File: src/rtl/core/cmcd_pkg.sv
// Shared types, constants and the pattern lookup for the color mark command decoder.
// No dependencies; used by every module in rtl/core.
package cmcd_pkg;

	localparam int COLOR_W = 3;
	localparam int RUN_W = 8;
	localparam int CMD_W = 4;
	localparam int CFG_IDX_W = 2;
	localparam int CFG_DATA_W = 8;

	// Configuration register indexes
	localparam logic [CFG_IDX_W-1:0] CFG_MARK_THRESHOLD = 2'd0;
	localparam logic [CFG_IDX_W-1:0] CFG_WHITE_CODE = 2'd1;
	localparam logic [CFG_IDX_W-1:0] CFG_BLACK_CODE = 2'd2;

	// Reset values of the registers
	localparam logic [RUN_W-1:0] THRESHOLD_RESET = 8'd10;
	localparam logic [COLOR_W-1:0] WHITE_RESET = 3'd0;
	localparam logic [COLOR_W-1:0] BLACK_RESET = 3'd1;
	localparam logic [RUN_W-1:0] RUN_MAX = 8'hFF;

	// Mark colors
	localparam logic [COLOR_W-1:0] COLOR_RED = 3'd3;
	localparam logic [COLOR_W-1:0] COLOR_GREEN = 3'd4;
	localparam logic [COLOR_W-1:0] COLOR_BLUE = 3'd5;

	// Command codes
	localparam logic [CMD_W-1:0] CMD_NONE = 4'd0;
	localparam logic [CMD_W-1:0] CMD_VERY_SLOW = 4'd1;
	localparam logic [CMD_W-1:0] CMD_SLOW = 4'd2;
	localparam logic [CMD_W-1:0] CMD_NORMAL = 4'd3;
	localparam logic [CMD_W-1:0] CMD_FAST = 4'd4;
	localparam logic [CMD_W-1:0] CMD_VERY_FAST = 4'd5;
	localparam logic [CMD_W-1:0] CMD_PAUSE = 4'd6;
	localparam logic [CMD_W-1:0] CMD_LEFT = 4'd7;
	localparam logic [CMD_W-1:0] CMD_FORWARD = 4'd8;
	localparam logic [CMD_W-1:0] CMD_RIGHT = 4'd9;
	localparam logic [CMD_W-1:0] CMD_UTURN = 4'd10;
	localparam logic [CMD_W-1:0] CMD_GO_BACK = 4'd11;

	typedef struct packed {
		logic [RUN_W-1:0]   mark_threshold;
		logic [COLOR_W-1:0] white_code;
		logic [COLOR_W-1:0] black_code;
	} cfg_t;

	typedef struct packed {
		logic [CMD_W-1:0]   command;
		logic               sequence_end;
		logic [COLOR_W-1:0] stable_mark;
	} result_t;

	typedef struct packed {
		logic [COLOR_W-1:0] first;
		logic [COLOR_W-1:0] second;
		logic [COLOR_W-1:0] third;
	} marks_t;

	// Map the first three marks of a sequence to a command
	function automatic logic [CMD_W-1:0] pattern_lookup(input marks_t m);
		logic [CMD_W-1:0] cmd;
		cmd = CMD_NONE;
		case (m)
			{COLOR_GREEN, COLOR_RED, COLOR_BLUE}:   cmd = CMD_VERY_SLOW;
			{COLOR_RED, COLOR_GREEN, COLOR_BLUE}:   cmd = CMD_SLOW;
			{COLOR_RED, COLOR_GREEN, COLOR_RED}:    cmd = CMD_NORMAL;
			{COLOR_BLUE, COLOR_GREEN, COLOR_RED}:   cmd = CMD_FAST;
			{COLOR_BLUE, COLOR_RED, COLOR_GREEN}:   cmd = CMD_VERY_FAST;
			{COLOR_BLUE, COLOR_RED, COLOR_BLUE}:    cmd = CMD_PAUSE;
			{COLOR_GREEN, COLOR_BLUE, COLOR_RED}:   cmd = CMD_LEFT;
			{COLOR_BLUE, COLOR_GREEN, COLOR_BLUE}:  cmd = CMD_FORWARD;
			{COLOR_GREEN, COLOR_BLUE, COLOR_GREEN}: cmd = CMD_RIGHT;
			{COLOR_RED, COLOR_BLUE, COLOR_RED}:     cmd = CMD_UTURN;
			{COLOR_GREEN, COLOR_RED, COLOR_GREEN}:  cmd = CMD_GO_BACK;
			default:                                cmd = CMD_NONE;
		endcase
		return cmd;
	endfunction

endpackage

File: src/rtl/core/color_mark_command_decoder_top.sv
// Top level of the color mark command decoder: config registers, handshakes, output register.
// Depends on cmcd_pkg and cmcd_mark_track.
// One color sample goes in per word and exactly one result word comes out in the cycle
// after the sample is accepted. A new sample is accepted every cycle as long as the
// output register is empty or is being drained in the same cycle, so the sustained rate
// is one sample per cycle; it is set by the single output register and the downstream
// ready. The result carries the command (nonzero only when a matched sequence closes),
// the sequence-end flag and the current debounced mark. Configuration registers are
// written directly through the write port and should only be changed while no word is
// in flight.
module color_mark_command_decoder_top #(
	parameter int SEQUENCE_WRAP = 10
) (
	input  logic                                 clk,
	input  logic                                 arst_n,
	input  logic                                 cfg_wr_en,
	input  logic [cmcd_pkg::CFG_IDX_W-1:0]       cfg_index,
	input  logic [cmcd_pkg::CFG_DATA_W-1:0]      cfg_data,
	input  logic                                 in_valid,
	output logic                                 in_ready,
	input  logic [cmcd_pkg::COLOR_W-1:0]         color,
	output logic                                 out_valid,
	input  logic                                 out_ready,
	output logic [cmcd_pkg::CMD_W-1:0]           command,
	output logic                                 sequence_end,
	output logic [cmcd_pkg::COLOR_W-1:0]         stable_mark
);

	cmcd_pkg::cfg_t    cfg_q;
	cmcd_pkg::result_t result;
	cmcd_pkg::result_t result_q;
	logic              out_valid_q;
	logic              in_take;

	// Configuration registers
	always_ff @(posedge clk or negedge arst_n) begin
		if (!arst_n) begin
			cfg_q.mark_threshold <= cmcd_pkg::THRESHOLD_RESET;
			cfg_q.white_code <= cmcd_pkg::WHITE_RESET;
			cfg_q.black_code <= cmcd_pkg::BLACK_RESET;
		end else if (cfg_wr_en) begin
			case (cfg_index)
				cmcd_pkg::CFG_MARK_THRESHOLD: cfg_q.mark_threshold <= cfg_data;
				cmcd_pkg::CFG_WHITE_CODE: cfg_q.white_code <= cfg_data[cmcd_pkg::COLOR_W-1:0];
				cmcd_pkg::CFG_BLACK_CODE: cfg_q.black_code <= cfg_data[cmcd_pkg::COLOR_W-1:0];
				default: ;
			endcase
		end
	end

	// Input handshake: take a word whenever the output slot frees up
	assign in_ready = !out_valid_q || out_ready;
	assign in_take = in_valid && in_ready;

	cmcd_mark_track #(
		.SEQUENCE_WRAP (SEQUENCE_WRAP)
	) u_track (
		.clk     (clk),
		.arst_n  (arst_n),
		.advance (in_take),
		.color   (color),
		.cfg     (cfg_q),
		.result  (result)
	);

	// Output valid
	always_ff @(posedge clk or negedge arst_n) begin
		if (!arst_n) begin
			out_valid_q <= 1'b0;
		end else if (in_ready) begin
			out_valid_q <= in_valid;
		end
	end

	// Output payload
	always_ff @(posedge clk) begin
		if (in_take) begin
			result_q <= result;
		end
	end

	assign out_valid = out_valid_q;
	assign command = result_q.command;
	assign sequence_end = result_q.sequence_end;
	assign stable_mark = result_q.stable_mark;

endmodule

File: src/rtl/core/cmcd_pattern_match.sv
// Pattern matcher: turns the three stored marks into a command code.
// Depends on cmcd_pkg.
module cmcd_pattern_match (
	input  cmcd_pkg::marks_t                 marks,
	output logic [cmcd_pkg::CMD_W-1:0]       command
);

	// Table lookup, eleven patterns
	always_comb begin
		command = cmcd_pkg::pattern_lookup(marks);
	end

endmodule

File: src/rtl/core/cmcd_mark_track.sv
// Mark tracker: run counter, debounced mark, sequence counter and mark store.
// Depends on cmcd_pkg and cmcd_pattern_match.
module cmcd_mark_track #(
	parameter int SEQUENCE_WRAP = 10
) (
	input  logic                              clk,
	input  logic                              arst_n,
	input  logic                              advance,
	input  logic [cmcd_pkg::COLOR_W-1:0]      color,
	input  cmcd_pkg::cfg_t                    cfg,
	output cmcd_pkg::result_t                 result
);

	localparam int LEN_W = $clog2(SEQUENCE_WRAP);
	localparam logic [LEN_W:0] WRAP_VAL = (LEN_W+1)'(SEQUENCE_WRAP);
	localparam logic [LEN_W-1:0] STORE_DEPTH = LEN_W'(3);

	logic [cmcd_pkg::COLOR_W-1:0] prev_color_q;
	logic [cmcd_pkg::RUN_W-1:0]   run_q;
	logic [cmcd_pkg::COLOR_W-1:0] last_mark_q;
	logic [LEN_W-1:0]             seq_len_q;
	cmcd_pkg::marks_t             store_q;

	logic [cmcd_pkg::RUN_W-1:0]   run_d;
	logic                         mark_hit;
	logic                         color_plain;
	logic                         last_plain;
	logic                         append;
	logic                         close;
	logic [LEN_W:0]               len_inc;
	logic [LEN_W-1:0]             seq_len_d;
	logic [cmcd_pkg::CMD_W-1:0]   match_cmd;

	// Run length, saturating
	always_comb begin
		if (color == prev_color_q) begin
			run_d = (run_q == cmcd_pkg::RUN_MAX) ? run_q : run_q + 1'b1;
		end else begin
			run_d = '0;
		end
	end

	// Mark change and sequence decisions
	always_comb begin
		mark_hit = (run_d > cfg.mark_threshold) && (color != last_mark_q);
		color_plain = (color == cfg.white_code) || (color == cfg.black_code);
		last_plain = (last_mark_q == cfg.white_code) || (last_mark_q == cfg.black_code);
		append = mark_hit && !color_plain;
		close = mark_hit && color_plain && !last_plain;
		len_inc = {1'b0, seq_len_q} + 1'b1;
		if (append) begin
			seq_len_d = (len_inc >= WRAP_VAL) ? '0 : len_inc[LEN_W-1:0];
		end else if (close) begin
			seq_len_d = '0;
		end else begin
			seq_len_d = seq_len_q;
		end
	end

	cmcd_pattern_match u_match (
		.marks   (store_q),
		.command (match_cmd)
	);

	// Result word for this sample
	always_comb begin
		result.command = (close && (seq_len_q >= STORE_DEPTH)) ? match_cmd : cmcd_pkg::CMD_NONE;
		result.sequence_end = close;
		result.stable_mark = mark_hit ? color : last_mark_q;
	end

	// Control state
	always_ff @(posedge clk or negedge arst_n) begin
		if (!arst_n) begin
			prev_color_q <= cmcd_pkg::WHITE_RESET;
			run_q <= '0;
			last_mark_q <= cmcd_pkg::WHITE_RESET;
			seq_len_q <= '0;
		end else if (advance) begin
			prev_color_q <= color;
			run_q <= run_d;
			if (mark_hit) begin
				last_mark_q <= color;
			end
			seq_len_q <= seq_len_d;
		end
	end

	// Mark store, first three positions only
	always_ff @(posedge clk) begin
		if (advance && append) begin
			case (seq_len_q)
				LEN_W'(0): store_q.first <= color;
				LEN_W'(1): store_q.second <= color;
				LEN_W'(2): store_q.third <= color;
				default: ;
			endcase
		end
	end

endmodule
File: config.mk
export PLATFORM = sky130hd
export DESIGN_NAME = color_mark_command_decoder_top
export DESIGN_NICKNAME = d
export VERILOG_FILES = /design/src/rtl/core/cmcd_pkg.sv /design/src/rtl/core/color_mark_command_decoder_top.sv /design/src/rtl/core/cmcd_pattern_match.sv /design/src/rtl/core/cmcd_mark_track.sv
export SDC_FILE = /design/constraint.sdc
export NUM_CORES = 1
export LEC_CHECK = 0
export BUFFER_PORTS_ARGS = -buffer_cell sky130_fd_sc_hd__clkbuf_2
export CELL_PAD_IN_SITES_DETAIL_PLACEMENT = 0
export CELL_PAD_IN_SITES_GLOBAL_PLACEMENT = 1
export CORE_MARGIN = 8
export CORE_UTILIZATION = 25
export DETAILED_ROUTE_END_ITERATION = 16
export GPL_ROUTABILITY_DRIVEN = 0
export PLACE_DENSITY = 0.52
export SETUP_SLACK_MARGIN = 0.05
export SYNTH_ARGS = -nofsm -noshare
export SYNTH_HDL_FRONTEND = slang
export SYNTH_SLANG_ARGS = --single-unit
File: constraint.sdc
create_clock -name clk -period 3.2 [get_ports clk]
set_input_delay 0.48 -clock clk [delete_from_list [all_inputs] [get_ports clk]]
set_output_delay 0.48 -clock clk [all_outputs]
set_load 0.02 [all_outputs]
==> impl_metrics.csv <==
group,metric,value,unit
routing,ant_nets,0,
yosys,syn_nets,318,
yosys,synth_top_area_share,26.5,%
clock_tree,clk_pin_slew,80,ps
routing,drt_iter0_drc,123,
routing,vias,2213,
yosys,avgSynthCellArea,9.87,µm²
critical_path,path_class,"reg2reg",
placed_design,place_hpwl,5000,µm
floorplanning,die_w,122,µm
placed_design,dp_slack,-5.00,ps
critical_path,cp_top_family,"compound AO/OA/AOI/OAI gates",
hold_path,hold_path_class,"in2async",
critical_path,cp_cell_sequence,"ha_2 -> nand2_2 -> nor3_4 -> buf_6 -> mux2i_1 -> nor2_1 -> ha_1 -> nor2b_1 -> o211ai_1 -> a211oi_2 -> o21ai_2 -> or3_4 -> a221o_1",
critical_path,worstPathMaxFanout,5,
floorplanning,die_area,15000,µm²
run_status,status,"finished, final reports clean",
clock_tree,cts_num_sinks,50,
yosys,async_reset_ff_share,66.0,%
sta,finClkSkew,8.98,ps
sta,fin_crit,3020,ps
power_and_ir_drop,p_comb_share,21.8,%
routing,finalWirelength,6760,µm
yosys,synth_edf_count,17,
clock_tree,cts_tree,"done",
power_and_ir_drop,clockPowerShare,31.5,%
final_layout,fin_util,31.7,%
routing,detail_route.wl_per_cell,13.9,µm
sta,tightestPinTransition,900,ps
critical_path,end_kind,"flip-flop",
floorplanning,fp-row-count,39,
critical_path,worstPathRequired,3380,ps
sta,rsz0062_at_grt,"false",
global_routing,groute.usage.overall,9.24,%
power_and_ir_drop,p_leak,1.50,nW
sta,slew_headroom,40.0,%
clock_tree,clockBufferDepth,2,
clock_tree,cts-htree-levels,2,
sta,setup_violations,0,
sta,hold_viol,0,
critical_path,cp_num_buf_inv,1,
yosys,synth_area_leaders,"dfrtp_1 26%, edfxtp_1 18%, ha_1 5.7%, nand2_1 5.7%, mux2_2 5.2%",
floorplanning,core,11200,µm²
floorplanning,initial_core_util,25.3,%
floorplanning,die_y,122,µm
sta,holdWs,299,ps
run,maxCapViolations,0,
sta,fin_crit_sh,94.4,%
yosys,synth_top_area_cell,"dfrtp_1",
yosys,synth_area,2830,µm²
final_layout,n_antenna_cell,0,
global_routing,grt_overflow,0,
clock_tree,insertion_delay,290,ps
yosys,synth_seq_cells,50,
global_routing,antenna_found_initial,0,
critical_path,slowest_delay,400,ps
routing,drt_first_pass_iters,4,
global_routing,grt_first_pass_wirelength,10900,µm
critical_path,r2r_start,"u_track.run_q[0]",
sta,timing.fmax,331,MHz
power_and_ir_drop,peakVddDrop,0.000164,V
clock_tree,cts_hold_buffers,0,
yosys,netlist_instances,287,
sta,postLayoutSetupSlackWorst,179,ps
routing,route.detailed.drc,0,
power_and_ir_drop,power_density,489,nW/µm²
global_routing,grt_pass1_vias,2231,
yosys,synth-seq-area-share,47.3,%
yosys,synth_ff_type,"dfrtp_1",
final_layout,final_cells,486,
final_layout,area_growth,25.7,%
critical_path,cp_slowest_cell,"or3_4",
sta,report.final.slew_viol_count,0,
final_layout,drive_gt1_share,29.7,%
placed_design,port_buffers,27,
power_and_ir_drop,power.switching,533,µW
power_and_ir_drop,p_int,1.21,mW
power_and_ir_drop,seq_power_share,46.6,%
clock_tree,cts_root_buf,"clkbuf_16",
critical_path,crit_path_start_kind,"flip-flop",
floorplanning,ioPinCount,28,
routing,vias_per_cell,4.55,
critical_path,cp-startpoint,"u_track.run_q[0]",
placed_design,place_inst,476,
yosys,ys_types,48,
yosys,yosysWarnings,0,
power_and_ir_drop,switching_share,30.6,%
critical_path,arrival,3200,ps
final_layout,finalNetCount,373,
sta,fin_tns_setup,0,ps
clock_tree,numCtsBuffers,5,
global_routing,grt_max_degree,34,
==> stage by stage <==
| step | instance area, µm² | power [mW] |
|---|---|---|
| after floorplan | 2850 | 1.07 |
| after global placement | 3330 | 1.20 |
| after detailed placement | 3330 | 1.20 |
| after CTS | 3490 | 1.76 |
| after global routing | 3560 | 1.84 |
| final | 3560 | 1.74 |
==> cell usage in the layout, fill, tap and decap left out, types with 4 or more instances in the layout <==
cell type and instances:
buf_4 29, nand3_1 9, clkbuf_16 5, o21ai_0 14, nand2_1 42, mux2_2 13
inv_1 13, dfrtp_1 30, and3_1 4, clkbuf_2 27, edfxtp_1 17, nor3_1 9
nor2_1 16, xor2_1 8, xnor2_1 10, nand2b_1 8, a21oi_1 8, ha_1 12
nor4_1 6
==> power groups by stage <==
| stage | registers (mW) | logic (mW) | clock network, mW |
|---|---|---|---|
| 2_1_floorplan | 0.820 | 0.251 | 0 |
| 3_3_place_gp | 0.825 | 0.377 | 0 |
| 3_5_place_dp | 0.828 | 0.376 | 0 |
| 4_1_cts | 0.814 | 0.381 | 0.567 |
| 5_1_grt | 0.826 | 0.430 | 0.588 |
| 6_report | 0.813 | 0.380 | 0.549 |
==> worst paths after layout <==
path | endpoint | slack [ps] | cells after the start
max reg2reg | u_track.seq_len_q[2] | 180 | 13
min | u_track.run_q[4] | 300 | 1
min reg2reg | u_track.prev_color_q[0] | 510 | 2
min in group clk | cfg_q[9] | 390 | 3
max | u_track.seq_len_q[2] | 180 | 13
max in group asynchronous | u_track.last_mark_q[0] | 2340 | 1
==> cells by family after synthesis <==
group,share of synthesized area (%)
multiplexers,5.52
XOR/XNOR,6.71
AO/OA/AOI/OAI,9.93
flip-flops,47.3
AND/OR/NAND/NOR,21.3
buffers and inverters,3.49
adder cells (fa/ha/maj),5.74
==> routing by layer <==
layer / GRT usage [%] / share of wire, % / wire, µm / vias to the layer above
met5: 0 / 0 / 0 / -
met2: 15.1 / 48 / 3210 / 33
met4: 3.05 / 1.1 / 73 / 0
li1: - / - / - / 1132
met3: 2.35 / 3.6 / 244 / 4
met1: 11.7 / 48 / 3230 / 1044
==> cells in the mapped netlist, drive strengths merged, types with 6 or more instances <==
master  count
nor3       14
clkbuf      6
inv        13
nand3      10
edfxtp     17
o21ai      16
dfrtp      30
nand2b      8
nor2       19
ha         13
a21oi       9
mux2       13
nand2      43
xor2       10
xnor2      10
nor4        6
==> registers in the layout, indices dropped and copies added, names as in the netlist <==
signal                count
sequence_end              1
u_track.store_q           9
stable_mark               3
command                   4
out_valid                 1
u_track.seq_len_q         4
u_track.run_q             8
u_track.prev_color_q      3
cfg_q                    14
u_track.last_mark_q       3
==> area by class of cell <==
type	instances	area, µm²
sequential	50	1340
multi-input combinational	214	1470
clock inverter	3	20.0
fill	1180	7660
inverter	13	48.8
clock buffer	5	125
tap	143	179
timing repair buffer	58	375
==> timing repair <==
item,CTS,global route
gates resized for setup,3,15
setup buffers,0,2
pin swaps,0,8
endpoints found under the setup margin,12,19
Note: power is estimated with default switching activity, not from simulation.
